$ cat src/rtl/pcs_pkg.sv
// Package for the point cluster statistics block: defaults, codes and types
package pcs_pkg;

    localparam int MAX_POINTS_DEF  = 64;
    localparam int COORD_WIDTH_DEF = 16;
    localparam int FIELD_W         = 16;
    localparam int ID_W            = 16;
    localparam int STATUS_W        = 2;

    localparam logic [STATUS_W-1:0] STATUS_OK       = 2'd0;
    localparam logic [STATUS_W-1:0] STATUS_SINGLE   = 2'd1;
    localparam logic [STATUS_W-1:0] STATUS_OVERFLOW = 2'd2;

    typedef enum logic [3:0] {
        S_IDLE,
        S_START,
        S_RD_I,
        S_LD_I,
        S_RD_J,
        S_LD_J,
        S_SQX,
        S_SQY,
        S_SQSUM,
        S_ROOT,
        S_NEXT,
        S_PAIRS,
        S_DIV_LD,
        S_DIV,
        S_DIV_ST,
        S_OUT
    } pcs_state_t;

    typedef enum logic [2:0] {
        DIV_MAG,
        DIV_AZI,
        DIV_X,
        DIV_Y,
        DIV_DIST
    } pcs_div_sel_t;

endpackage

$ cat src/rtl/point_cluster_statistics.sv
// Top level of the point cluster statistics block
//
// channel | dir | handshake          | payload
// s_      | in  | s_valid / s_ready  | x, y, magnitude, azimuth, last flag
// m_      | out | m_valid / m_ready  | id, count, means, centroid, extents, distance, status
//
// A point that does not close the cluster is taken while the block stays idle.
// The closing point starts the pair pass, which is paced for each pair by the shared square,
// bit-serial root and single RAM read port, then five restoring divisions (four for a single
// point) run one after another in one shared divider.
// s_ready is low from the closing point until its result enters the output register.
// Synchronous active-low reset clears the accumulators, the cluster id and the sequencer.
module point_cluster_statistics
    import pcs_pkg::*;
#(
    parameter int MAX_POINTS  = MAX_POINTS_DEF,
    parameter int COORD_WIDTH = COORD_WIDTH_DEF
) (
    input  logic                                   aclk,
    input  logic                                   aresetn,
    input  logic                                   s_valid,
    output logic                                   s_ready,
    input  logic signed [COORD_WIDTH-1:0]          s_x_coord,
    input  logic signed [COORD_WIDTH-1:0]          s_y_coord,
    input  logic signed [pcs_pkg::FIELD_W-1:0]     s_point_magnitude,
    input  logic signed [pcs_pkg::FIELD_W-1:0]     s_point_azimuth,
    input  logic                                   s_last_point,
    output logic                                   m_valid,
    input  logic                                   m_ready,
    output logic [pcs_pkg::ID_W-1:0]               m_cluster_number,
    output logic [$clog2(MAX_POINTS+1)-1:0]        m_point_total,
    output logic signed [pcs_pkg::FIELD_W-1:0]     m_mean_magnitude,
    output logic signed [pcs_pkg::FIELD_W-1:0]     m_mean_azimuth,
    output logic signed [COORD_WIDTH-1:0]          m_centroid_x,
    output logic signed [COORD_WIDTH-1:0]          m_centroid_y,
    output logic [COORD_WIDTH-1:0]                 m_extent_x,
    output logic [COORD_WIDTH-1:0]                 m_extent_y,
    output logic [COORD_WIDTH:0]                   m_mean_pair_distance,
    output logic [pcs_pkg::STATUS_W-1:0]           m_status
);
    import pcs_pkg::*;

    localparam int CW     = COORD_WIDTH;
    localparam int CNT_W  = $clog2(MAX_POINTS + 1);
    localparam int IDX_W  = $clog2(MAX_POINTS);
    localparam int SUM_W  = CW + CNT_W;
    localparam int MSUM_W = FIELD_W + CNT_W;
    localparam int SQ_W   = 2 * CW + 1;
    localparam int ROOT_W = CW + 1;
    localparam int DSUM_W = CW + 1 + 2 * CNT_W;
    localparam int PAIR_W = 2 * CNT_W;
    localparam int DIV_W  = (DSUM_W > MSUM_W) ? DSUM_W : MSUM_W;
    localparam int DCNT_W = $clog2(DIV_W + 1);

    localparam logic signed [CW-1:0] COORD_TOP = {1'b0, {(CW-1){1'b1}}};
    localparam logic signed [CW-1:0] COORD_BOT = {1'b1, {(CW-1){1'b0}}};

    pcs_state_t   state_reg, state_next;
    pcs_div_sel_t sel_reg;

    // accumulators
    logic [CNT_W-1:0]         count_reg;
    logic                     overflow_reg;
    logic signed [SUM_W-1:0]  sum_x_reg, sum_y_reg;
    logic signed [MSUM_W-1:0] sum_mag_reg, sum_azi_reg;
    logic signed [CW-1:0]     min_x_reg, max_x_reg, min_y_reg, max_y_reg;
    logic [ID_W-1:0]          id_reg;

    // pair pass
    logic [IDX_W-1:0]         i_reg, j_reg;
    logic signed [CW-1:0]     xi_reg, yi_reg;
    logic [CW-1:0]            dx_reg, dy_reg;
    logic [2*CW-1:0]          prod_reg;
    logic [SQ_W-1:0]          rem_reg, root_reg, bit_reg;
    logic [DSUM_W-1:0]        dsum_reg;
    logic [PAIR_W-1:0]        pairs_reg;

    // divider
    logic [DIV_W-1:0]         q_reg, drem_reg, dvs_reg;
    logic                     neg_reg;
    logic [DCNT_W-1:0]        dcnt_reg;

    // results
    logic signed [FIELD_W-1:0] res_mag_reg, res_azi_reg;
    logic signed [CW-1:0]      res_x_reg, res_y_reg;
    logic [ROOT_W-1:0]         res_dist_reg;

    logic                      m_valid_reg;

    // RAM
    logic                   ram_we;
    logic [IDX_W-1:0]       ram_raddr;
    logic [2*CW-1:0]        ram_rdata;

    logic                   accept, has_room, out_free, last_pair;
    logic [CNT_W-1:0]       cnt_m1;
    logic signed [CW-1:0]   xj, yj;
    logic [CW-1:0]          mul_in;
    logic [2*CW-1:0]        mul_out;
    logic [SQ_W-1:0]        root_try;
    logic [DIV_W:0]         drem_sh;
    logic                   dbit;
    logic signed [DIV_W-1:0] dvd_s;
    logic [DIV_W-1:0]       q_signed;
    logic [2*CNT_W-1:0]     n_prod;

    pcs_ram #(.WIDTH(2 * CW), .DEPTH(MAX_POINTS)) u_store (
        .aclk  (aclk),
        .we    (ram_we),
        .waddr (count_reg[IDX_W-1:0]),
        .wdata ({s_x_coord, s_y_coord}),
        .raddr (ram_raddr),
        .rdata (ram_rdata)
    );

    assign has_room  = (count_reg != CNT_W'(MAX_POINTS));
    assign accept    = s_valid && s_ready;
    assign out_free  = !m_valid_reg || m_ready;
    assign cnt_m1    = count_reg - CNT_W'(1);
    assign last_pair = (CNT_W'(i_reg) + CNT_W'(1)) == cnt_m1;
    assign xj        = ram_rdata[2*CW-1:CW];
    assign yj        = ram_rdata[CW-1:0];
    assign mul_in    = (state_reg == S_SQX) ? dx_reg : dy_reg;
    assign mul_out   = mul_in * mul_in;
    assign root_try  = root_reg + bit_reg;
    assign drem_sh   = {drem_reg, q_reg[DIV_W-1]};
    assign dbit      = drem_sh >= {1'b0, dvs_reg};
    assign q_signed  = neg_reg ? (~q_reg + DIV_W'(1)) : q_reg;
    assign n_prod    = (2*CNT_W)'(count_reg) * (2*CNT_W)'(cnt_m1);

    always_comb begin
        unique case (sel_reg)
            DIV_MAG: dvd_s = DIV_W'(sum_mag_reg);
            DIV_AZI: dvd_s = DIV_W'(sum_azi_reg);
            DIV_X:   dvd_s = DIV_W'(sum_x_reg);
            DIV_Y:   dvd_s = DIV_W'(sum_y_reg);
            default: dvd_s = $signed(DIV_W'(dsum_reg));
        endcase
    end

    // next state
    always_comb begin
        state_next = state_reg;
        unique case (state_reg)
            S_IDLE:   if (accept && s_last_point) state_next = S_START;
            S_START:  state_next = (count_reg > CNT_W'(1)) ? S_RD_I : S_PAIRS;
            S_RD_I:   state_next = S_LD_I;
            S_LD_I:   state_next = S_LD_J;
            S_RD_J:   state_next = S_LD_J;
            S_LD_J:   state_next = S_SQX;
            S_SQX:    state_next = S_SQY;
            S_SQY:    state_next = S_SQSUM;
            S_SQSUM:  state_next = S_ROOT;
            S_ROOT:   if (bit_reg[0]) state_next = S_NEXT;
            S_NEXT: begin
                if (CNT_W'(j_reg) == cnt_m1) begin
                    state_next = last_pair ? S_PAIRS : S_RD_I;
                end else begin
                    state_next = S_RD_J;
                end
            end
            S_PAIRS:  state_next = S_DIV_LD;
            S_DIV_LD: state_next = S_DIV;
            S_DIV:    if (dcnt_reg == '0) state_next = S_DIV_ST;
            S_DIV_ST: begin
                if (sel_reg == DIV_DIST || (sel_reg == DIV_Y && pairs_reg == '0)) begin
                    state_next = S_OUT;
                end else begin
                    state_next = S_DIV_LD;
                end
            end
            S_OUT:    if (out_free) state_next = S_IDLE;
            default:  state_next = S_IDLE;
        endcase
    end

    // outputs of the sequencer
    always_comb begin
        s_ready   = (state_reg == S_IDLE);
        ram_we    = accept && has_room;
        ram_raddr = (state_reg == S_RD_I) ? i_reg : j_reg;
    end

    always_ff @(posedge aclk) begin
        if (!aresetn) begin
            state_reg <= S_IDLE;
        end else begin
            state_reg <= state_next;
        end
    end

    // datapath
    always_ff @(posedge aclk) begin
        if (!aresetn) begin
            count_reg    <= '0;
            overflow_reg <= 1'b0;
            sum_x_reg    <= '0;
            sum_y_reg    <= '0;
            sum_mag_reg  <= '0;
            sum_azi_reg  <= '0;
            min_x_reg    <= COORD_TOP;
            min_y_reg    <= COORD_TOP;
            max_x_reg    <= COORD_BOT;
            max_y_reg    <= COORD_BOT;
            id_reg       <= '0;
            m_valid_reg  <= 1'b0;
            sel_reg      <= DIV_MAG;
        end else begin
            if (m_valid_reg && m_ready && state_reg != S_OUT) begin
                m_valid_reg <= 1'b0;
            end
            unique case (state_reg)
                S_IDLE: begin
                    if (accept) begin
                        if (has_room) begin
                            count_reg   <= count_reg + CNT_W'(1);
                            sum_x_reg   <= sum_x_reg + SUM_W'(s_x_coord);
                            sum_y_reg   <= sum_y_reg + SUM_W'(s_y_coord);
                            sum_mag_reg <= sum_mag_reg + MSUM_W'(s_point_magnitude);
                            sum_azi_reg <= sum_azi_reg + MSUM_W'(s_point_azimuth);
                            if (s_x_coord < min_x_reg) min_x_reg <= s_x_coord;
                            if (s_x_coord > max_x_reg) max_x_reg <= s_x_coord;
                            if (s_y_coord < min_y_reg) min_y_reg <= s_y_coord;
                            if (s_y_coord > max_y_reg) max_y_reg <= s_y_coord;
                        end else begin
                            overflow_reg <= 1'b1;
                        end
                    end
                end
                S_START: begin
                    i_reg    <= '0;
                    j_reg    <= IDX_W'(1);
                    dsum_reg <= '0;
                    sel_reg  <= DIV_MAG;
                end
                S_LD_I: begin
                    xi_reg <= xj;
                    yi_reg <= yj;
                end
                S_LD_J: begin
                    dx_reg <= (xi_reg >= xj) ? CW'(xi_reg - xj) : CW'(xj - xi_reg);
                    dy_reg <= (yi_reg >= yj) ? CW'(yi_reg - yj) : CW'(yj - yi_reg);
                end
                S_SQX: begin
                    prod_reg <= mul_out;
                end
                S_SQY: begin
                    rem_reg  <= SQ_W'(prod_reg);
                    prod_reg <= mul_out;
                end
                S_SQSUM: begin
                    rem_reg  <= rem_reg + SQ_W'(prod_reg);
                    root_reg <= '0;
                    bit_reg  <= SQ_W'(1) << (2 * CW);
                end
                S_ROOT: begin
                    if (rem_reg >= root_try) begin
                        rem_reg  <= rem_reg - root_try;
                        root_reg <= (root_reg >> 1) + bit_reg;
                    end else begin
                        root_reg <= root_reg >> 1;
                    end
                    bit_reg <= bit_reg >> 2;
                end
                S_NEXT: begin
                    dsum_reg <= dsum_reg + DSUM_W'(root_reg[ROOT_W-1:0]);
                    if (CNT_W'(j_reg) == cnt_m1) begin
                        i_reg <= i_reg + IDX_W'(1);
                        j_reg <= i_reg + IDX_W'(2);
                    end else begin
                        j_reg <= j_reg + IDX_W'(1);
                    end
                end
                S_PAIRS: begin
                    pairs_reg    <= PAIR_W'(n_prod >> 1);
                    res_dist_reg <= '0;
                end
                S_DIV_LD: begin
                    neg_reg  <= dvd_s[DIV_W-1];
                    q_reg    <= dvd_s[DIV_W-1] ? DIV_W'(-dvd_s) : DIV_W'(dvd_s);
                    drem_reg <= '0;
                    dvs_reg  <= (sel_reg == DIV_DIST) ? DIV_W'(pairs_reg) : DIV_W'(count_reg);
                    dcnt_reg <= DCNT_W'(DIV_W - 1);
                end
                S_DIV: begin
                    drem_reg <= dbit ? DIV_W'(drem_sh - {1'b0, dvs_reg}) : drem_sh[DIV_W-1:0];
                    q_reg    <= {q_reg[DIV_W-2:0], dbit};
                    dcnt_reg <= dcnt_reg - DCNT_W'(1);
                end
                S_DIV_ST: begin
                    unique case (sel_reg)
                        DIV_MAG: begin
                            res_mag_reg <= q_signed[FIELD_W-1:0];
                            sel_reg     <= DIV_AZI;
                        end
                        DIV_AZI: begin
                            res_azi_reg <= q_signed[FIELD_W-1:0];
                            sel_reg     <= DIV_X;
                        end
                        DIV_X: begin
                            res_x_reg <= q_signed[CW-1:0];
                            sel_reg   <= DIV_Y;
                        end
                        DIV_Y: begin
                            res_y_reg <= q_signed[CW-1:0];
                            sel_reg   <= DIV_DIST;
                        end
                        default: begin
                            res_dist_reg <= q_reg[ROOT_W-1:0];
                        end
                    endcase
                end
                S_OUT: begin
                    if (out_free) begin
                        m_valid_reg          <= 1'b1;
                        m_cluster_number     <= id_reg;
                        m_point_total        <= count_reg;
                        m_mean_magnitude     <= res_mag_reg;
                        m_mean_azimuth       <= res_azi_reg;
                        m_centroid_x         <= res_x_reg;
                        m_centroid_y         <= res_y_reg;
                        m_extent_x           <= CW'(max_x_reg - min_x_reg);
                        m_extent_y           <= CW'(max_y_reg - min_y_reg);
                        m_mean_pair_distance <= res_dist_reg;
                        if (overflow_reg) begin
                            m_status <= STATUS_OVERFLOW;
                        end else if (count_reg == CNT_W'(1)) begin
                            m_status <= STATUS_SINGLE;
                        end else begin
                            m_status <= STATUS_OK;
                        end
                        id_reg       <= id_reg + ID_W'(1);
                        count_reg    <= '0;
                        overflow_reg <= 1'b0;
                        sum_x_reg    <= '0;
                        sum_y_reg    <= '0;
                        sum_mag_reg  <= '0;
                        sum_azi_reg  <= '0;
                        min_x_reg    <= COORD_TOP;
                        min_y_reg    <= COORD_TOP;
                        max_x_reg    <= COORD_BOT;
                        max_y_reg    <= COORD_BOT;
                    end
                end
                default: begin
                end
            endcase
        end
    end

    assign m_valid = m_valid_reg;

endmodule

$ cat src/rtl/pcs_ram.sv
// Generic single write port, single read port RAM with registered read
module pcs_ram #(
    parameter int WIDTH = 32,
    parameter int DEPTH = 64
) (
    input  logic                     aclk,
    input  logic                     we,
    input  logic [$clog2(DEPTH)-1:0] waddr,
    input  logic [WIDTH-1:0]         wdata,
    input  logic [$clog2(DEPTH)-1:0] raddr,
    output logic [WIDTH-1:0]         rdata
);
    logic [WIDTH-1:0] mem [DEPTH];

    always_ff @(posedge aclk) begin
        if (we) begin
            mem[waddr] <= wdata;
        end
        rdata <= mem[raddr];
    end
endmodule

$ cat config.mk
export PLATFORM = sky130hd
export DESIGN_NAME = point_cluster_statistics
export DESIGN_NICKNAME = d
export VERILOG_FILES = /design/src/rtl/pcs_pkg.sv /design/src/rtl/point_cluster_statistics.sv /design/src/rtl/pcs_ram.sv
export SDC_FILE = /design/constraint.sdc
export NUM_CORES = 2
export LEC_CHECK = 0
export BUFFER_PORTS_ARGS = -buffer_cell sky130_fd_sc_hd__buf_2
export CORE_UTILIZATION = 51
export DETAILED_ROUTE_END_ITERATION = 16
export MAX_ROUTING_LAYER = met4
export PLACE_DENSITY = 0.67
export SYNTH_ARGS = -nofsm -noshare
export SYNTH_HDL_FRONTEND = slang
export SYNTH_SLANG_ARGS = --single-unit
$ cat constraint.sdc
create_clock -name aclk -period 9.97 [get_ports aclk]
set_input_delay 1.4955 -clock aclk [delete_from_list [all_inputs] [get_ports aclk]]
set_output_delay 1.4955 -clock aclk [all_outputs]
set_load 0.03 [all_outputs]
==> results <==
- The run finished with clean final reports.
- Hold repair after CTS inserted 0 buffers.
- In the routed design, unresolved DRC markers number 0.
- The sum of internal, switching and leakage power is approximately 34 mW.
- The highest clock frequency the design can meet is around 110 MHz.
- In the final routed layout, each cell accounts on average for between 20 and 30 um.
- The total placed cells including tap cells is approximately 13000.
- For this run, the detailed router's first-pass iteration total came to 7.
- The final worst-path setup slack is around 1200 ps.
- The sequential element share of the synthesized area is a little over 60%.
- The average instance in the mapped netlist occupies around 15 um2.
- For this run, the total global-route usage over all layers was measured as 27.37%.
- The beginning of the worst register-to-register path is state_reg[2].
- Measured against its own limit, the worst slew margin works out to about an eighth.
- Across all register-to-register paths, the minimum setup slack is 1210 ps.
- The number of gates resized after cts is 0.
- The total wire length is about 350000 um.
- The count of H-tree levels built during CTS is 5.
- The critical path startpoint category is a flip-flop.
- In this run the cell area measured after placement is ~140000 um2.
- The register bit count reported by yosys is approximately 2800.
- The clock period could shrink to roughly 8800 ps.
- The leading cell type in the layout, fill and taps excluded is sky130_fd_sc_hd__edfxtp_1.
- For the worst setup path, the data arrival time is around 9400 ps.
- Counting along the longest clock path gives a buffer depth of 4.
- After synthesis, the share of flip-flops with an asynchronous set or reset is 0%.
- The number of different library cells used by synthesis comes to approximately 110.
- On the critical path, the stage with the largest delay is an instance of sky130_fd_sc_hd__dfxtp_1.
- Max-cap violations in this run came to 0.
- The worst hold margin is about 370 ps.
- The worst hold path begins at res_mag_reg[0].
- Clock-pin slew was measured on the worst setup and hold paths at around 60 ps.
- The slew at the pin closest to its max-slew limit is ~1300 ps.
- The total of warnings raised by yosys is 0.
- The critical path is of the flip-flop to flip-flop type.
- The final cell utilization of the core is a little under three fifths.
- The capturing point of the worst reg2reg path is prod_reg[31].
- The root buffer cell chosen for the clock tree is sky130_fd_sc_hd__clkbuf_16.
- The clock latency reported for the late side of the worst-skew pair is 960 ps.
- The number of setup violations in the final report is 0.
- In the synthesized netlist, the number of instances is 9168.
- The cell count of the worst hold path is 0.
- In this run the core area contains approximately 190 standard-cell rows.
- Of the cells placed in the final design, the portion with a size suffix greater than 1 is 15.72%.
- The post-DP HPWL is roughly 220000 um.
- The initial core utilization is slightly above 50%.
- Measured in cells, the most critical reg-to-reg path has a length of 30.
- The register with the most flip-flops in the layout has roughly 2000 of them.
- The area of the die is 263700 um2.
- The total core area is 259900 um2.
- The layout-stage area growth over the synthesis result is 11.63%.
- The category of the worst setup path capture point is a flip-flop.
- In this design, the critical path's most frequently occurring cell is sky130_fd_sc_hd__inv_1.
- During placement, the flow inserted port buffers numbering approximately 210.
- The via count of the first global-routing pass is 80298.
- The top cell types in the final layout, fill and taps aside, are sky130_fd_sc_hd__edfxtp_1, sky130_fd_sc_hd__nand2_1, sky130_fd_sc_hd__inv_1.
- The total power divided by cell area is 230.5 nW/um2.
- The height of the die is between 500 and 600 um.
- The first global-routing pass estimated roughly 520000 um of wire.
- The maximum number of pins on one net before global-route repair is roughly 110.
- The final clock period utilization by the worst path is between 80 and 90%.
- The endpoint of the worst hold-timing path is m_mean_magnitude[0].
- The max-slew violation count is 0.
- Summed over all failing endpoints, the final setup total negative slack is 0 ps.
- The width of the die is about 510 um.
- The peak supply drop is 0.0002014 V.
- In the routed layout, each cell is associated on average with a via count of roughly 6.
- The largest fanout on the critical path is 20.
- The number of antenna violations at the first check in global routing was 17.
- The summed instance area of the synthesized netlist is between 100000 and 150000 um2.
- The number of nets still failing antenna checks after routing is 0.
- The number of violations reported at the end of detailed-routing iteration 0 is between 8000 and 9000.
- The total number of nets in the final design is between 10000 and 15000.
- For the worst setup path, the data required time is between 10000 and 15000 ps.
- After routing the design area is approximately 150000 um2.
- The most used flip-flop cell after synthesis is sky130_fd_sc_hd__edfxtp_1.
- Yosys mapped a number of flops with a built-in enable equal to roughly 2600.
- The TritonCTS clock tree is built.
- The placer's final routability congestion estimate is between 0.9 and 1.
- The delay of the slowest cell on the worst path is 640 ps.
- For this block, the via count after detailed routing is 80622.
- The total overflow reported by the global router is 0.
- The class of the worst hold path is flip-flop to flip-flop.
- The pre-CTS setup slack is 1250 ps.
- The clock tree skew after final layout is slightly below 90 ps.
- The final cell count without fillers is 13223.
- The tree built by TritonCTS fans out to ~2800 sinks.
- The number of nets handed over by synthesis was 9952.
- The static leakage is 53.41 nW.
- For this design the top-level I/O count stands at 209.
- Setup repair after global routing left no endpoint under its margin.
- The count of endpoints failing hold in the final timing report was 0.
- The filler cells instantiated in the layout total 20174.
- TritonCTS created between 300 and 400 clock buffers.
- Buffers added to address setup during post-CTS repair amount to 0.
## how the worst max path moves through the flow
stage | from | to | slack (ps) | depth (start not counted)
2_1_floorplan | state_reg[2] | prod_reg[31] | 2040 | 30
3_3_place_gp | state_reg[2] | prod_reg[28] | 1300 | 31
3_5_place_dp | state_reg[2] | prod_reg[31] | 1250 | 30
4_1_cts | state_reg[2] | prod_reg[31] | 1190 | 30
5_1_grt | state_reg[2] | prod_reg[30] | 420 | 30
6_report | state_reg[2] | prod_reg[31] | 1210 | 30
## where the power goes
group	leakage (nW)	internal, mW	switching, mW
clock network	4.62	6.35	4.52
logic	23.8	3.74	5.85
registers	25.0	13.5	0.402
## layer usage
metal / routed length (um) / GRT usage (%)
met1: 144000 / 36.70
met2: 168500 / 43.33
met3: 27270 / 3.608
met4: 12700 / 9.247
met5: 0 / -
## kinds of logic (layout without fill, tap and decap cells)
kind of cell | Yosys count | after routing | share of synthesized area [%]
buf+inv | 924 | 1475 | 2.798
mux | 787 | 787 | 10.59
xor+xnor | 396 | 396 | 2.599
compound gates | 1456 | 1456 | 7.285
fa+ha+maj | 715 | 715 | 7.823
simple gates | 2088 | 2088 | 7.508
flops | 2802 | 2802 | 61.40
other cells | 0 | 8 | 0
## worst max-delay path: cells and delay by family, from the launching register on
family	cells	cell delay, ps
buffers and inverters	10	1310
XOR/XNOR	1	80
adder cells (fa/ha/maj)	7	3360
AND/OR/NAND/NOR	4	810
multiplexers	1	230
flip-flops	1	640
AO/OA/AOI/OAI	7	1980
## final cells by class
class,count,area (um2),area share (%)
tap,3496,4374,2.936
antenna,8,20.02,0.01344
multi-input combinational,5442,48460,32.53
clock buffer,383,8090,5.431
sequential,2802,81940,55.00
inverter,532,1997,1.340
timing repair buffer,419,2743,1.841
clock inverter,141,1348,0.9045
## synthesized netlist by cell type (15+ instances only)
cell type	instances	share of area, %
sky130_fd_sc_hd__nand2b_1	96	0.45
sky130_fd_sc_hd__a31oi_1	68	0.32
sky130_fd_sc_hd__a21boi_0	34	0.19
sky130_fd_sc_hd__or3_1	54	0.25
sky130_fd_sc_hd__a21o_1	113	0.64
sky130_fd_sc_hd__fa_1	199	3.0
sky130_fd_sc_hd__nand3b_1	17	0.096
sky130_fd_sc_hd__nand4_1	45	0.21
sky130_fd_sc_hd__o211ai_1	18	0.10
sky130_fd_sc_hd__mux4_2	497	8.4
sky130_fd_sc_hd__a31o_2	19	0.12
sky130_fd_sc_hd__buf_2	77	0.29
sky130_fd_sc_hd__o21bai_1	39	0.22
sky130_fd_sc_hd__a311oi_1	22	0.14
sky130_fd_sc_hd__nand2_1	691	1.9
sky130_fd_sc_hd__nor2b_1	124	0.58
sky130_fd_sc_hd__o31ai_1	56	0.32
sky130_fd_sc_hd__a22oi_1	32	0.18
sky130_fd_sc_hd__a211oi_1	124	0.70
sky130_fd_sc_hd__o21ai_0	298	1.1
sky130_fd_sc_hd__xor2_1	172	1.1
sky130_fd_sc_hd__dfxtp_1	220	3.3
sky130_fd_sc_hd__nand3_1	213	0.80
sky130_fd_sc_hd__o21a_1	57	0.32
sky130_fd_sc_hd__nor2_1	448	1.3
sky130_fd_sc_hd__xnor2_1	224	1.5
sky130_fd_sc_hd__buf_4	37	0.21
sky130_fd_sc_hd__buf_1	36	0.10
sky130_fd_sc_hd__a32oi_1	65	0.43
sky130_fd_sc_hd__nor3_1	114	0.43
sky130_fd_sc_hd__edfxtp_1	2582	58
sky130_fd_sc_hd__and3_1	58	0.27
sky130_fd_sc_hd__nor4_1	15	0.070
sky130_fd_sc_hd__clkbuf_1	238	0.67
sky130_fd_sc_hd__inv_1	523	1.5
sky130_fd_sc_hd__ha_1	516	4.8
sky130_fd_sc_hd__mux2i_1	269	2.0
sky130_fd_sc_hd__and2_1	137	0.64
sky130_fd_sc_hd__mux2_2	19	0.16
sky130_fd_sc_hd__a21oi_1	339	1.3
Power figures use the tool's default switching activity.
